## config.mk

```make
export PLATFORM = sky130hd
export DESIGN_NAME = pdgi_queue
export DESIGN_NICKNAME = d
export VERILOG_FILES = /design/src/hw/rtl/pmt_discriminator_gated_integrator_top_assert.svh /design/src/hw/rtl/pdgi_pkg.sv /design/src/hw/rtl/pdgi_queue.sv
export SDC_FILE = /design/constraint.sdc
export NUM_CORES = 1
export LEC_CHECK = 0
export BUFFER_PORTS_ARGS = -buffer_cell sky130_fd_sc_hd__buf_4
export CORE_MARGIN = 4
export CORE_UTILIZATION = 45
export CTS_CLUSTER_DIAMETER = 200
export CTS_CLUSTER_SIZE = 8
export DETAILED_ROUTE_END_ITERATION = 10
export PLACE_DENSITY = 0.7
export SYNTH_ARGS = -nofsm -noshare
export SYNTH_HDL_FRONTEND = slang
export SYNTH_SLANG_ARGS = --single-unit
```

## constraint.sdc

```tcl
create_clock -name clk -period 13.17 [get_ports clk]
set_input_delay 1.9755 -clock clk [delete_from_list [all_inputs] [get_ports clk]]
set_output_delay 1.9755 -clock clk [all_outputs]
set_load 0.005 [all_outputs]
```

## src/hw/rtl/pmt_discriminator_gated_integrator_top_assert.svh

```systemverilog
// Assertion macros for the discriminator and integrator block
`ifndef PMT_DISCRIMINATOR_GATED_INTEGRATOR_TOP_ASSERT_SVH
`define PMT_DISCRIMINATOR_GATED_INTEGRATOR_TOP_ASSERT_SVH
`ifndef SYNTH
`define PDGI_ASSERT(lbl, expr) \
	lbl: assert property (@(posedge clk) disable iff (!arst_n) (expr)) \
		else $error("assertion failed");
`define PDGI_ASSERT_IMP(lbl, ante, cons) \
	lbl: assert property (@(posedge clk) disable iff (!arst_n) (ante) |-> (cons)) \
		else $error("assertion failed");
`else
`define PDGI_ASSERT(lbl, expr)
`define PDGI_ASSERT_IMP(lbl, ante, cons)
`endif
`endif

```

## src/hw/rtl/pdgi_pkg.sv

```systemverilog
// Shared constants and types of the discriminator and integrator block
package pdgi_pkg;
	localparam int MAX_PHOTONS = 64;
	localparam int AW = (MAX_PHOTONS > 1) ? $clog2(MAX_PHOTONS) : 1;
	localparam int CW = $clog2(MAX_PHOTONS + 1);
	localparam int SUM_W = (CW + 16 > 22) ? CW + 16 : 22;
	localparam int RESULT_LIMIT = 64;
	localparam int EW = $clog2(RESULT_LIMIT + 1);
	localparam int RAM_W = 64;
	localparam int QDEPTH = 2;
	localparam logic [21:0] CHARGE_MAX = 22'h3FFFFF;

	typedef enum logic [2:0] {
		CFG_HIT_THRESHOLD = 3'd0,
		CFG_PILEUP_WIN    = 3'd1,
		CFG_GATE_LEAD     = 3'd2,
		CFG_GATE_LEN      = 3'd3,
		CFG_NOISE_GAIN    = 3'd4
	} cfg_index_t;

	typedef struct packed {
		logic [15:0] hit_threshold;
		logic [15:0] pileup_win;
		logic [15:0] gate_lead;
		logic [15:0] gate_len;
		logic [15:0] noise_gain;
	} pdgi_cfg_t;

	typedef struct packed {
		logic [15:0]   channel_id;
		logic [31:0]   photon_time;
		logic [15:0]   photon_charge;
		logic [15:0]   noise_sample;
		logic          last_photon;
		logic          store;
		logic [AW-1:0] addr;
	} pdgi_cmd_t;
endpackage

```

## src/hw/rtl/pdgi_queue.sv

```systemverilog
// Two-entry command queue between front and back
module pdgi_queue (
	input  logic                clk,
	input  logic                arst_n,
	input  logic                push,
	input  pdgi_pkg::pdgi_cmd_t push_cmd,
	output logic                full,
	input  logic                pop,
	output logic                empty,
	output pdgi_pkg::pdgi_cmd_t pop_cmd
);
	pdgi_pkg::pdgi_cmd_t entry_q [pdgi_pkg::QDEPTH];
	logic       wp_q;
	logic       rp_q;
	logic [1:0] cnt_q;
	logic       do_pop;

	assign full    = cnt_q == 2'(pdgi_pkg::QDEPTH);
	assign empty   = cnt_q == 2'd0;
	assign pop_cmd = entry_q[rp_q];
	assign do_pop  = pop && !empty;

	always_ff @(posedge clk or negedge arst_n) begin
		if (!arst_n) begin
			wp_q  <= 1'b0;
			rp_q  <= 1'b0;
			cnt_q <= '0;
		end else begin
			if (push) begin
				entry_q[wp_q] <= push_cmd;
				wp_q <= !wp_q;
			end
			if (do_pop) begin
				rp_q <= !rp_q;
			end
			if (push && !do_pop) begin
				cnt_q <= cnt_q + 2'd1;
			end else if (!push && do_pop) begin
				cnt_q <= cnt_q - 2'd1;
			end
		end
	end
endmodule

```

==> metrics.md <==
| Metric | Value |
|---|---|
| Outcome | `finished clean` |
| Highest-count cells in the layout ignoring fill and taps | `sky130_fd_sc_hd__buf_4 (185), sky130_fd_sc_hd__edfxtp_1 (176), sky130_fd_sc_hd__mux2_2 (78), sky130_fd_sc_hd__clkbuf_16 (17), sky130_fd_sc_hd__mux2_4 (10)` |
| Final GP Congestion | `0.7270` |
| Element type at the critical path end | `primary output` |
| Number of detailed-routing iterations run before antenna repair | `4` |
| Skew-Pair Late Insertion Delay | `0.42 ns` |
| Fin. Hold Viols | `0` |
| Post-synthesis instance area | `6571 µm²` |
| Placed insts | `646` |
| Postcts setup bufs | `0` |
| Filler cell count | `slightly above 1000` |
| Combined global-route utilization of all metal layers | `0.1502` |
| Switching power | `0.3905 mW` |
| Antenna violation net count after detailed routing | `0` |
| Die area | `between 15000 and 20000 µm²` |
| DRC violations left | `0` |
| Quantity of I/O buffers inserted on ports | `181` |
| Final layout net count | `roughly 580` |
| Clock network fraction of total power | `0.291` |
| Synthesis-to-layout area growth | `32.10%` |
| Comb power frac | `0.252` |
| Yosys warnings | `0` |
| Destination of the worst register-to-register timing path | `entry_q[1][6]$_DFFE_PP_` |
| Total half-perimeter wirelength after legalization and detailed placement | `8168 µm` |
| Count of non-filler cells in the finished layout | `673` |
| Setup violation total in the final timing report | `0` |
| Count of routing violations after the opening detailed-route iteration | `192` |
| Number of antenna violations at the first check in global routing | `1` |
| Power Internal | `1.250 mW` |
| Floorplan die height | `between 100 and 150 µm` |
| First-pass GRT wire length | `around 19000 µm` |
| Arrival time of the worst setup path | `~2.5 ns` |
| Critical setup path kind | `reg2out` |
| Number of levels the H-tree was split into | `4` |
| TNS Setup | `0 ns` |
| FF-to-FF path depth | `2` |
| Gate count of the mapped netlist | `291` |
| Commonest non-fill, non-tap cell in the layout | `sky130_fd_sc_hd__buf_4` |
| Via-to-Cell Ratio | `4.966` |
| Flop and latch count out of synthesis | `180` |
| Crit path capture | `pop_cmd[9]` |
| Initial core utilization | `0.4662` |
| Vias in the first global route | `3589` |
| Die width | `128.8 µm` |
| Register area share after synthesis | `0.8195` |
| Max-cap check violation count | `0` |
| RSZ-0062 raised after global routing | `false` |
| Resize count post-CTS | `0` |
| Standard-cell row count | `43` |
| Number of buffers created by CTS | `17` |
| Max clock buf depth | `2` |
| # diodes | `0` |
| HP Class | `reg2reg` |
| Startpoint class of the critical path | `flip-flop` |
| Synth area leaders | `sky130_fd_sc_hd__edfxtp_1 (80%), sky130_fd_sc_hd__mux2_2 (13%), sky130_fd_sc_hd__mux2_4 (2.3%)` |
| CTS tree | `built` |
| Clock root buffer | `sky130_fd_sc_hd__clkbuf_16` |
| Relative slew slack | `0.5572` |
| Distinct cell type count after synthesis | `14` |
| Skew final | `0.01200 ns` |
| Minimum clock period after layout | `4.449 ns` |
| Final routed wirelength across all metal layers | `about 12000 µm` |
| Average footprint of a synthesized cell | `22.58 µm²` |
| Maximum number of pins on one net before global-route repair | `49` |
| Worst slew pin tran | `about 0.66 ns` |
| Cell type contributing the most total cell area after synthesis | `sky130_fd_sc_hd__edfxtp_1` |
| Power per standard cell area | `189.0 nW/µm²` |
| Register share of total power | `0.456` |
| Area share of the largest cell type after synthesis | `0.8043` |
| Leftover overflow at the end of global routing | `0` |
| RR Startpoint | `wp_q$_DFFE_PN0P_` |
| CP required | `11.19 ns` |
| Switching power as a share of total power | `0.2380` |
| Fraction of the cycle the final worst path needs | `0.3378` |
| Maximum fanout along the worst path | `48` |
| P_leak | `3.247 nW` |
| Detail-routed net length per standard cell | `around 18 µm` |
| Number of vias in the routed layout | `3342` |
| Number of hold-repair buffers added at the cts stage | `0` |
| IR drop worst, VDD | `87.03 µV` |
| FF-to-FF setup slack | `11.08 ns` |
| Net count of the mapped netlist | `384` |
| Max-slew violation total from the final report | `0` |
| Io pins | `182` |
| Achievable frequency | `224.8 MHz` |
| Fraction of layout instances using a drive strength above 1 | `0.6065` |
| Clock-pin slew on the worst setup and hold paths | `0.06 ns` |
| Std-Cell Core Area | `14100 µm²` |
| Number of sinks driven by the clock tree | `180` |
| Setup crit start | `rp_q$_DFFE_PN0P_` |
synth_stat cells (all sizes together):
cell type and number:
dfrtp 4, mux2 88, xor2 3, ha 1, o21ai 1, buf 10
xnor2 2, and3 1, nor2 3, nand2 1, edfxtp 176, nor2b 1
through the flow:
stage	total power [mW]	instance area, µm²	hold WS (ns)	worst slack [ns]	util
floorplan	0.9784	6571	0.4556	6.903	-
global placement	1.175	8133	0.4912	9.140	0.5770
detailed placement	1.184	8133	0.5192	9.120	0.5770
CTS	1.665	8681	0.5564	8.657	0.6158
global route	1.722	8681	0.5692	8.570	0.6158
finish	1.641	8681	0.5473	8.721	0.6158
sequential cells by signal, indices dropped and copies added (netlist names):
signal	cells
entry_q	176
cnt_q	2
rp_q	1
wp_q	1
worst min path at each step:
| stage | from | slack, ns | cells after the start | end |
|---|---|---|---|---|
| global placement | cnt_q[1]$_DFFE_PN0P_ | 0.49 | 1 | cnt_q[1]$_DFFE_PN0P_ |
| finish | cnt_q[1]$_DFFE_PN0P_ | 0.55 | 1 | cnt_q[1]$_DFFE_PN0P_ |
| detailed placement | cnt_q[1]$_DFFE_PN0P_ | 0.52 | 1 | cnt_q[1]$_DFFE_PN0P_ |
| CTS | wp_q$_DFFE_PN0P_ | 0.56 | 1 | wp_q$_DFFE_PN0P_ |
| global route | wp_q$_DFFE_PN0P_ | 0.57 | 1 | wp_q$_DFFE_PN0P_ |
| floorplan | wp_q$_DFFE_PN0P_ | 0.46 | 1 | wp_q$_DFFE_PN0P_ |
kinds of logic after synthesis:
family	synth area share
AO/OA/AOI/OAI	0.0007609
AND/OR/NAND/NOR	0.004189
XOR/XNOR	0.006665
adder cells (fa/ha/maj)	0.001904
buffers and inverters	0.01047
flip-flops	0.8195
multiplexers	0.1565
cell type report:
| type | instances | area [µm²] | area share |
|---|---|---|---|
| clock buffers | 20 | 436.7 | 0.05030 |
| clock inverters | 7 | 111.4 | 0.01283 |
| multi-input cells | 101 | 1130 | 0.1302 |
| flip-flops and latches | 180 | 5389 | 0.6208 |
| well taps | 180 | 225.2 | 0.02594 |
| repair buffers | 185 | 1389 | 0.1600 |
power by group through the flow:
stage	Sequential, mW	Combinational [mW]	Clock, mW
floorplan	0.734	0.244	0
global placement	0.758	0.417	0
detailed placement	0.763	0.421	0
CTS	0.751	0.424	0.490
global route	0.757	0.447	0.518
finish	0.749	0.414	0.478
critical path, stage by stage, from the launching register on:
cell                      delay, ns
sky130_fd_sc_hd__dfrtp_4       0.81
sky130_fd_sc_hd__buf_4         0.66
sky130_fd_sc_hd__mux2_2        0.42
sky130_fd_sc_hd__buf_4         0.14
routing by layer:
metal / wire [µm] / GRT usage / up-vias
li1: - / - / 1530
met1: 4755 / 0.1802 / 1668
met2: 6267 / 0.2463 / 126
met3: 967 / 0.05770 / 16
met4: 184 / 0.05806 / 2
met5: 13 / 0 / -
Note: power is estimated with default switching activity, not from simulation.
