--- src/hw/rtl/pmt_discriminator_gated_integrator_top_assert.svh ---
// Assertion macros for the discriminator and integrator block
`ifndef PMT_DISCRIMINATOR_GATED_INTEGRATOR_TOP_ASSERT_SVH
`define PMT_DISCRIMINATOR_GATED_INTEGRATOR_TOP_ASSERT_SVH
`ifndef SYNTH
`define PDGI_ASSERT(lbl, expr) \
	lbl: assert property (@(posedge clk) disable iff (!arst_n) (expr)) \
		else $error("assertion failed");
`define PDGI_ASSERT_IMP(lbl, ante, cons) \
	lbl: assert property (@(posedge clk) disable iff (!arst_n) (ante) |-> (cons)) \
		else $error("assertion failed");
`else
`define PDGI_ASSERT(lbl, expr)
`define PDGI_ASSERT_IMP(lbl, ante, cons)
`endif
`endif

--- src/hw/rtl/pdgi_pkg.sv ---
// Shared constants and types of the discriminator and integrator block
package pdgi_pkg;
	localparam int MAX_PHOTONS = 64;
	localparam int AW = (MAX_PHOTONS > 1) ? $clog2(MAX_PHOTONS) : 1;
	localparam int CW = $clog2(MAX_PHOTONS + 1);
	localparam int SUM_W = (CW + 16 > 22) ? CW + 16 : 22;
	localparam int RESULT_LIMIT = 64;
	localparam int EW = $clog2(RESULT_LIMIT + 1);
	localparam int RAM_W = 64;
	localparam int QDEPTH = 2;
	localparam logic [21:0] CHARGE_MAX = 22'h3FFFFF;

	typedef enum logic [2:0] {
		CFG_HIT_THRESHOLD = 3'd0,
		CFG_PILEUP_WIN    = 3'd1,
		CFG_GATE_LEAD     = 3'd2,
		CFG_GATE_LEN      = 3'd3,
		CFG_NOISE_GAIN    = 3'd4
	} cfg_index_t;

	typedef struct packed {
		logic [15:0] hit_threshold;
		logic [15:0] pileup_win;
		logic [15:0] gate_lead;
		logic [15:0] gate_len;
		logic [15:0] noise_gain;
	} pdgi_cfg_t;

	typedef struct packed {
		logic [15:0]   channel_id;
		logic [31:0]   photon_time;
		logic [15:0]   photon_charge;
		logic [15:0]   noise_sample;
		logic          last_photon;
		logic          store;
		logic [AW-1:0] addr;
	} pdgi_cmd_t;
endpackage

--- src/hw/rtl/pdgi_front.sv ---
// Input side: takes photon beats and tags them with buffer slot or drop
module pdgi_front (
	input  logic                clk,
	input  logic                arst_n,
	input  logic                s_tvalid,
	output logic                s_tready,
	input  logic [79:0]         s_tdata,
	input  logic                s_tlast,
	input  logic                q_full,
	output logic                q_push,
	output pdgi_pkg::pdgi_cmd_t q_cmd
);
	logic [pdgi_pkg::CW-1:0] fcnt_q;
	logic                    store;

	assign s_tready = !q_full;
	assign q_push   = s_tvalid && !q_full;
	assign store    = fcnt_q < pdgi_pkg::CW'(pdgi_pkg::MAX_PHOTONS);

	always_comb begin
		q_cmd.channel_id    = s_tdata[15:0];
		q_cmd.photon_time   = s_tdata[47:16];
		q_cmd.photon_charge = s_tdata[63:48];
		q_cmd.noise_sample  = s_tdata[79:64];
		q_cmd.last_photon   = s_tlast;
		q_cmd.store         = store;
		q_cmd.addr          = fcnt_q[pdgi_pkg::AW-1:0];
	end

	always_ff @(posedge clk or negedge arst_n) begin
		if (!arst_n) begin
			fcnt_q <= '0;
		end else if (q_push) begin
			if (s_tlast) begin
				fcnt_q <= '0;
			end else if (store) begin
				fcnt_q <= fcnt_q + 1'b1;
			end
		end
	end
endmodule

--- config.mk ---
export PLATFORM = sky130hd
export DESIGN_NAME = pdgi_front
export DESIGN_NICKNAME = d
export VERILOG_FILES = /design/src/hw/rtl/pmt_discriminator_gated_integrator_top_assert.svh /design/src/hw/rtl/pdgi_pkg.sv /design/src/hw/rtl/pdgi_front.sv
export SDC_FILE = /design/constraint.sdc
export NUM_CORES = 1
export LEC_CHECK = 0
export BUFFER_PORTS_ARGS = -buffer_cell sky130_fd_sc_hd__buf_2
export CORE_AREA = 2 2 67 69
export DETAILED_ROUTE_END_ITERATION = 7
export DIE_AREA = 0 0 69 71
export PLACE_DENSITY_LB_ADDON = 0.1
export SLEW_MARGIN = 15
export SYNTH_ARGS = -nofsm -noshare
export SYNTH_HDL_FRONTEND = slang
export SYNTH_SLANG_ARGS = --single-unit
--- constraint.sdc ---
create_clock -name clk -period 3.4 [get_ports clk]
set_input_delay 0.68 -clock clk [delete_from_list [all_inputs] [get_ports clk]]
set_output_delay 0.68 -clock clk [all_outputs]
set_load 0.03 [all_outputs]
==> summary.md, run 1 <==
| Metric | Value |
|---|---|
| Initial Util | `25.4%` |
| Nets@finish | `145` |
| Biggest register | `fcnt_q` |
| Required @ worst endpoint | `~2.7 ns` |
| Initial antenna violation count | `0` |
| Ports | `175` |
| Register area share after synthesis | `16.4%` |
| Die width | `69 um` |
| Total power | `0.268 mW` |
| PortBufs | `14` |
| Tcrit/Tclk final | `56.2%` |
| Clock net sink count | `7` |
| Total track usage | `6.96%` |
| Initial DRT Pass Iterations | `3` |
| Hold Fails Final Rpt | `0` |
| Final Skew | `0.00200 ns` |
| Crit path capture type | `output pin` |
| Worst slew margin | `64.5%` |
| Routed wire length | `1.78 mm` |
| Die area | `0.00490 mm2` |
| Resized cells post-CTS | `0` |
| Worst-Skew Late Latency | `0.23 ns` |
| Yosys warnings | `0` |
| TNS Setup | `0 ns` |
| Leak | `0.260 nW` |
| Slew Viols, Final | `0` |
| First-pass GRT wire length | `about 2.6 mm` |
| Synth Area in Compound Gates | `5.74%` |
| Fmax | `523 MHz` |
| CP Max Fanout | `13` |
| Clock slew at the register clock pins of the worst setup and hold paths | `0.04 ns` |
| Number of library cell types mapped by synthesis | `20` |
| Max_cap viols | `0` |
| RSZ-0062 raised after global routing | `false` |
| Hold Crit Class | `in2async` |
| Avg WL per Cell | `16.2 um` |
| DR vias/cell | `4.27` |
| Status | `finished, final reports clean` |
| Fraction of the mapped netlist area in adder cells | `between 1 and 1.5%` |
| Number of global-route vias before repair | `between 400 and 500` |
| Final ANT Viol Nets | `0` |
| Final setup violation count | `0` |
| Crit path DAT | `1.23 ns` |
| Element type at the critical path start | `input port` |
| Syn_area_per_cell | `8.16 um2` |
| Post-route minimum period | `1.91 ns` |
| Post-Syn Area | `around 0.0011 mm2` |
| Number of post-CTS setup repair buffers | `0` |
| Core area | `approximately 0.0042 mm2` |
| Critical path class | `in2out` |
| Post-Synth Simple-Gate Area | `9.60%` |
| Clock tree buffer depth | `2` |
| Via count | `between 400 and 500` |
| Gpl congestion | `between 0.6 and 0.7` |
| CTS tree | `done` |
| Inserted Clock Buffers | `3` |
| Biggest regs | `fcnt_q x7` |
| Largest net degree at the start of global routing | `14` |
| Commonest non-fill, non-tap cells in the layout | `14 x buf_2, 7 x dfrtp_1, 5 x inv_1, 4 x or4_1, 4 x a21oi_1` |
| Max IR drop VDD | `0.104 mV` |
| H-tree Lvls | `1` |
| Top post-synthesis cells by area | `buf_4 62%, dfrtp_1 16%, or4_1 2.8%` |
| Final HPWL DP | `1.43 mm` |
| Largest family of logic cells by synthesized area | `buffers and inverters` |
| Hold buffers post-CTS | `0` |
| Proportion of layout cells with a drive suffix above 1 | `32.8%` |
| XOR/XNOR share of the synthesized area | `0%` |
| ANT cells | `0` |
| Yosys top cell area share | `approximately 60%` |
| Least-Margin Pin Slew | `0.531 ns` |
| P&R area growth vs syn | `-47.4%` |
| Power per cell area | `between 400 and 500 mW/mm2` |
| Clock root cell | `clkbuf_8` |
| Post-synthesis mux area share | `under 10%` |
| Row count | `24` |
| Cell taking the most area after synthesis | `buf_4` |
| Chip height | `slightly above 70 um` |
| Mapped Cells | `approximately 130` |
| Largest register FFs | `7` |
| Register bit total from synthesis | `7` |
| Most common cell after layout, fill and taps aside | `buf_2` |
| Initial DRC count | `12` |
| Remaining Overflow, GRT | `0` |
| DR DRC count | `0` |
| Syn_nets | `roughly 220` |
Yosys cell counts (all sizes together):
cell type,count
ha,1
or4,4
nor2b,2
nand2,3
dfrtp,7
clkbuf,1
nand2b,1
buf,90
and3b,1
or3,1
mux2,1
nand3,2
nor4,1
inv,5
a21oi,4
o31ai,3
nor2,1
o21ai,2
o41ai,1
area by class of cell:
type	instances	area (um2)
sequential	7	175
tap	52	65.1
clock buffer	4	45.0
inverter	5	18.8
multi-input combinational	28	188
fill	491	3640
timing repair buffer	14	70.1
cells by family (layout without fill, tap and decap cells):
kind of cell	Yosys count	in the layout
buffers and inverters	96	23
AND/OR/NAND/NOR	16	16
AO/OA/AOI/OAI	10	10
flip-flops	7	7
adder cells (fa/ha/maj)	1	1
multiplexers	1	1
per-layer routing:
| metal | part of all wire (%) | up-vias | global-route usage, % |
|---|---|---|---|
| li1 | - | 186 | - |
| met1 | 31 | 209 | 6.24 |
| met2 | 47 | 51 | 10.3 |
| met3 | 16 | 24 | 5.70 |
| met4 | 4.8 | 0 | 5.45 |
| met5 | 0 | - | 0 |
through the flow:
step / std cells / worst slack [ns] / instance area, um2 / hold WS [ns] / utilization, %
after CTS: 110 / 1.48 / 562 / 0.292 / 13.4
after global routing: 110 / 1.46 / 562 / 0.290 / 13.4
after detailed placement: 106 / 1.48 / 517 / 0.511 / 12.3
final: 110 / 1.49 / 562 / 0.284 / 13.4
after global placement: 106 / 1.49 / 517 / 0.512 / 12.3
after floorplan: 131 / 1.59 / 1070 / 0.384 / -
worst max-delay path: stages:
cell      delay, ns
buf_2          0.11
nand2b_4       0.19
inv_1          0.07
buf_2          0.19
final timing paths:
path                           start         to  slack (ns)  depth (start not counted)
min reg2reg                fcnt_q[6]  fcnt_q[1]        0.51                          1
max in group asynchronous     arst_n  fcnt_q[3]        2.95                          1
max reg2reg                fcnt_q[6]  fcnt_q[5]        1.95                          3
max                           q_full     q_push        1.49                          4
min in group clk           fcnt_q[6]  fcnt_q[1]        0.51                          1
min                           arst_n  fcnt_q[2]        0.28                          1
report_power, final:
group	switching, mW	internal (mW)	total, mW
Clock	0.0370	0.0812	0.118
Sequential	0.00839	0.0907	0.0991
Combinational	0.0345	0.0159	0.0503
(Power assumes the default switching activity.)
==> inputs of run 2 (changes only) <==
--- a/config.mk
+++ b/config.mk
@@ -6,9 +6,9 @@
 export NUM_CORES = 1
 export LEC_CHECK = 0
 export BUFFER_PORTS_ARGS = -buffer_cell sky130_fd_sc_hd__buf_2
-export CORE_AREA = 2 2 67 69
+export CORE_MARGIN = 2
+export CORE_UTILIZATION = 26
 export DETAILED_ROUTE_END_ITERATION = 7
-export DIE_AREA = 0 0 69 71
 export PLACE_DENSITY_LB_ADDON = 0.1
 export SLEW_MARGIN = 15
 export SYNTH_ARGS = -nofsm -noshare
==> constraint.sdc (replaced) <==
create_clock -name clk -period 1.6 [get_ports clk]
set_input_delay 0.32 -clock clk [delete_from_list [all_inputs] [get_ports clk]]
set_output_delay 0.32 -clock clk [all_outputs]
set_load 0.03 [all_outputs]
==> run 2 against run 1 <==
  * Via count fell by 2.8%
  * Highest routed layer unchanged
  * Non-clock buffer count is 2 higher
  * Global-route usage grew 1.1 points
  * Worst setup slack lost 1.3 ns
  * Sequential power up 110%
==> summary.md, run 2 (synthesized netlist as in run 1, its figures left out) <==
| Metric | Value |
|---|---|
| Chip height | `~68 um` |
| CP max stage delay | `0.39 ns` |
| Final setup violation count | `0` |
| Nets@finish | `147` |
| Clock root cell | `clkbuf_8` |
| TNS Setup | `0 ns` |
| DR DRC count | `0` |
| Crit path DAT | `1.52 ns` |
| Clock tree buffer depth | `2` |
| Fmax | `approximately 700 MHz` |
| Pint | `0.401 mW` |
| PortBufs | `14` |
| Max_cap viols | `0` |
| Least-Margin Pin Slew | `0.500 ns` |
| RSZ-0062 raised after global routing | `false` |
| DP Cell Count | `~110` |
| Initial DRC count | `31` |
| Hold depth | `2` |
| Initial antenna violation count | `0` |
| Worst slew margin | `66.6%` |
| DR vias/cell | `4.15` |
| Post-route minimum period | `around 1.4 ns` |
| Hold path endpoint | `fcnt_q[1]` |
| Die area | `0.00464 mm2` |
| CTS tree | `done` |
| CP max stage cell | `dfrtp_1` |
| Power per cell area | `approximately 990 mW/mm2` |
| Core area | `0.00397 mm2` |
| Initial Util | `a little over a quarter` |
| Leak | `0.269 nW` |
| Status | `finished, final reports clean` |
| Avg WL per Cell | `17.0 um` |
| Number of global-route vias before repair | `424` |
| Final HPWL DP | `1.59 mm` |
| Row count | `23` |
| Gpl congestion | `around 0.64` |
| Final ANT Viol Nets | `0` |
| Clock net sink count | `7` |
| H-tree Lvls | `1` |
| Required @ worst endpoint | `1.71 ns` |
| P&R area growth vs syn | `-46.0%` |
| Total track usage | `8.01%` |
| Ports | `175` |
| Worst-Skew Late Latency | `0.23 ns` |
| Multi-input gate area | `188 um2` |
| Max IR drop VDD | `0.255 mV` |
| Crit path capture type | `flop` |
| Worst R2R End | `fcnt_q[5]` |
| Comb power frac | `around a fifth` |
| Largest register FFs | `7` |
| Critical R2R Launch | `fcnt_q[6]` |
| Total power | `0.571 mW` |
| Largest net degree at the start of global routing | `14` |
| R2R cell count | `3` |
| Hold Crit Start | `s_tlast` |
| First-pass GRT wire length | `approximately 2.5 mm` |
| Buf+Inv Stages, Crit Path | `0` |
| Element type at the critical path start | `flop` |
| Commonest non-fill, non-tap cells in the layout | `14 x buf_2, 7 x dfrtp_1, 5 x inv_1, 4 x or4_1, 4 x a21oi_1` |
| Final Skew | `around 0.0055 ns` |
| Worst Setup SP | `fcnt_q[6]` |
| Remaining Overflow, GRT | `0` |
| Resized cells post-CTS | `0` |
| Crit path max-delay family | `simple AND/OR/NAND/NOR gates` |
| Critical path class | `reg2reg` |
| Hold Fails Final Rpt | `0` |
| Psw | `0.169 mW` |
| Tcrit/Tclk final | `87.8%` |
| Clock slew at the register clock pins of the worst setup and hold paths | `roughly 0.040 ns` |
| Via count | `457` |
| ANT cells | `0` |
| Post-route core utilization | `14.5%` |
| Biggest regs | `fcnt_q x7` |
| Clock share of power | `43.6%` |
| Fill cells | `469` |
| Register Area | `175 um2` |
| Most common cell after layout, fill and taps aside | `buf_2` |
| Die width | `~68 um` |
| Slew Viols, Final | `0` |
| Proportion of layout cells with a drive suffix above 1 | `between 30% and 40%` |
| Biggest register | `fcnt_q` |
| Seq pwr share | `36.9%` |
| Sw Ratio | `29.6%` |
| Routed wire length | `1.88 mm` |
| R2R Setup Slk | `0.20 ns` |
| Hold Crit Class | `in2reg` |
| WHS | `0.362 ns` |
| Fin cells | `110` |
| CP cell instances | `nor2b_1 -> nor4_1 -> mux2_2` |
| CP Max Fanout | `9` |
| Initial DRT Pass Iterations | `4` |
| Inserted Clock Buffers | `3` |
==> run 2: how the worst max path moves through the flow <==
| stage | to | cells past startpoint |
|---|---|---|
| 3_3_place_gp | fcnt_q[5] | 4 |
| 6_report | fcnt_q[5] | 3 |
| 4_1_cts | fcnt_q[5] | 3 |
| 2_1_floorplan | fcnt_q[5] | 4 |
| 3_5_place_dp | fcnt_q[5] | 4 |
| 5_1_grt | fcnt_q[4] | 4 |
==> run 2: routing by layer <==
metal	routed length, um	track usage, %	vias to the layer above
met2	879	10.9	56
met5	0	0	-
met4	91	6.25	0
li1	-	-	188
met1	537	7.81	193
met3	367	6.58	20
==> run 2: timing repair <==
action	4_1_cts	5_1_grt
buffers inserted	0	0
hold endpoints to repair	7	0
hold buffers	1	0
==> run 2: power by group through the flow <==
stage,Clock [mW],Sequential [mW],Combinational (mW)
2_1_floorplan,0,0.208,0.474
3_3_place_gp,0,0.214,0.114
3_5_place_dp,0,0.214,0.112
4_1_cts,0.261,0.211,0.114
5_1_grt,0.275,0.214,0.126
6_report,0.249,0.211,0.111
==> run 2: final cells by class <==
cell class / instances / area share [%]
Sequential cell: 7 / 30.4
Inverter: 5 / 3.25
Timing Repair Buffer: 16 / 15.2
Clock buffer: 4 / 7.81
Multi-Input combinational cell: 28 / 32.5
Tap cell: 50 / 10.8
==> run 2: metrics by stage <==
stage                     instance area [um2]  worst slack (ns)
final                                     577             0.196
after global routing                      577            0.0816
after CTS                                 577             0.174
after detailed placement                  522             0.167
after global placement                    522             0.186
after floorplan                          1070             0.237
==> inputs of run 3 (changes only) <==
--- a/config.mk
+++ b/config.mk
@@ -6,9 +6,9 @@
 export NUM_CORES = 1
 export LEC_CHECK = 0
 export BUFFER_PORTS_ARGS = -buffer_cell sky130_fd_sc_hd__buf_2
-export CORE_MARGIN = 2
-export CORE_UTILIZATION = 26
+export CORE_AREA = 2 2 67 69
 export DETAILED_ROUTE_END_ITERATION = 7
+export DIE_AREA = 0 0 69 71
 export PLACE_DENSITY_LB_ADDON = 0.1
 export SLEW_MARGIN = 15
 export SYNTH_ARGS = -nofsm -noshare
==> constraint.sdc (replaced) <==
create_clock -name clk -period 1.81 [get_ports clk]
set_input_delay 0.181 -clock clk [delete_from_list [all_inputs] [get_ports clk]]
set_output_delay 0.181 -clock clk [all_outputs]
set_load 0.03 [all_outputs]
==> run 3 against run 2 <==
  * Sequential power decreased by 11%
  * Core utilization shrank 0.92 points
  * Sequential share of layout area is 0.27 points higher
  * Highest routed layer unchanged
  * Cell count is 0.91% higher
  * Critical path type unchanged
  * Via count rose by 6.6%
  * First-iteration DRC count is 71% lower
  * Worst hold slack worse by 0.15 ns
  * Combinational power decreased by 10%
  * Power decreased by 11%
  * Maximum frequency is essentially flat
  * Largest cell class unchanged
  * Critical endpoint unchanged
==> summary.md, run 3 (synthesized netlist as in run 1, its figures left out) <==
| Metric | Value |
|---|---|
| Status | `finished, final reports clean` |
| Chip height | `slightly above 70 um` |
| CP cell instances | `nor2b_1 -> nor4_1 -> mux2_2` |
| Worst slew margin | `64.0%` |
| Max IR drop VDD | `0.157 mV` |
| Proportion of layout cells with a drive suffix above 1 | `between 30 and 40%` |
| Initial DRT Pass Iterations | `4` |
| Largest net degree at the start of global routing | `14` |
| Clock tree buffer depth | `2` |
| Initial DRC count | `9` |
| Critical path class | `reg2reg` |
| Die area | `0.00490 mm2` |
| Final setup violation count | `0` |
| Nets@finish | `146` |
| TNS Setup | `0 ns` |
| Crit path DAT | `1.51 ns` |
| Core area | `0.00420 mm2` |
| Hold buffers post-CTS | `1` |
| RSZ-0062 raised after global routing | `false` |
| CP max stage delay | `0.40 ns` |
| Buf+Inv Stages, Crit Path | `0` |
| ANT cells | `0` |
| Gpl congestion | `0.668` |
| Leak | `~0.26 nW` |
| Element type at the critical path start | `flop` |
| Initial Util | `25.4%` |
| Biggest regs | `fcnt_q x7` |
| Worst-Skew Late Latency | `0.22 ns` |
| Most common cell after layout, fill and taps aside | `buf_2` |
| Biggest register | `fcnt_q` |
| Hold Fails Final Rpt | `0` |
| Crit path capture type | `flop` |
| Clock net sink count | `7` |
| Final ANT Viol Nets | `0` |
| Ports | `175` |
| Initial antenna violation count | `0` |
| Row count | `24` |
| Power per cell area | `889 mW/mm2` |
| DR DRC count | `0` |
| Via count | `487` |
| First-pass GRT wire length | `2.59 mm` |
| Post-route minimum period | `1.40 ns` |
| Fin cells | `111` |
| Number of post-CTS setup repair buffers | `0` |
| Clock slew at the register clock pins of the worst setup and hold paths | `0.04 ns` |
| H-tree Lvls | `1` |
| WHS | `0.214 ns` |
| CP max stage cell | `dfrtp_1` |
| Fmax | `712 MHz` |
| Slew Viols, Final | `0` |
| Clock root cell | `clkbuf_8` |
| Die width | `about 69 um` |
| Tcrit/Tclk final | `between 70 and 80%` |
| Resized cells post-CTS | `0` |
| Commonest non-fill, non-tap cells in the layout | `14 x buf_2, 7 x dfrtp_1, 5 x inv_1, 4 x or4_1, 4 x a21oi_1` |
| Final HPWL DP | `1.47 mm` |
| Largest register FFs | `7` |
| DR vias/cell | `4.39` |
| Post-route core utilization | `between 10% and 20%` |
| Max_cap viols | `0` |
| Inserted Clock Buffers | `3` |
| Required @ worst endpoint | `about 1.9 ns` |
| Total track usage | `6.89%` |
| Routed wire length | `1.84 mm` |
| CP Max Fanout | `9` |
| Final Skew | `0.00123 ns` |
| PortBufs | `14` |
| Hold Crit Class | `in2reg` |
| Crit path max-delay family | `simple AND/OR/NAND/NOR gates` |
| Remaining Overflow, GRT | `0` |
| P&R area growth vs syn | `-46.5%` |
| CTS tree | `done` |
| Total power | `between 0.5 and 0.6 mW` |
| Least-Margin Pin Slew | `0.539 ns` |
| Number of global-route vias before repair | `463` |
| Avg WL per Cell | `16.6 um` |
| DP Cell Count | `roughly 110` |
-- run 3: changes by cell type in the layout (fill, tap and decap cells not counted), sizes merged --
cell,delta
buf,-1
-- run 3: worst register-to-register path, stage by stage (launching register included) --
cell	delay, ns
dfrtp_1	0.40
nor2b_1	0.23
nor4_1	0.30
mux2_2	0.36
-- run 3: final timing paths --
kind	from	endpoint	slack (ns)	cells past startpoint
max	fcnt_q[6]	fcnt_q[5]	0.41	3
min	s_tlast	fcnt_q[1]	0.21	2
max reg2reg	fcnt_q[6]	fcnt_q[5]	0.41	3
min reg2reg	fcnt_q[6]	fcnt_q[1]	0.52	1
max in group asynchronous	arst_n	fcnt_q[3]	1.32	2
min in group asynchronous	arst_n	fcnt_q[2]	0.32	2
-- run 3: layout make-up --
type	instances	area, um2
Fill cell	487	3630
Multi-Input combinational cell	28	188
Sequential cell	7	175
Timing Repair Buffer	15	80.1
Tap cell	52	65.1
Clock buffer	4	45.0
Inverter	5	18.8
-- run 3: routing by layer --
metal	up-vias	wire length, um	GRT usage [%]	share of wire [%]
li1	188	-	-	-
met1	224	611	6.74	33
met2	53	872	10.0	47
met3	22	284	4.84	15
met4	0	74	5.45	4.0
met5	-	0	0	0
-- run 3: power breakdown --
group | internal (mW) | leakage [nW] | switching, mW
logic | 0.0319 | 0.145 | 0.0678
registers | 0.170 | 0.0959 | 0.0165
clock network | 0.153 | 0.0228 | 0.0693
total | 0.355 | 0.264 | 0.154
-- run 3: through the flow --
step / instance area [um2] / setup WS [ns]
6_report: 572 / 0.406
5_1_grt: 572 / 0.297
4_1_cts: 572 / 0.392
3_5_place_dp: 517 / 0.395
3_3_place_gp: 517 / 0.415
2_1_floorplan: 1070 / 0.447
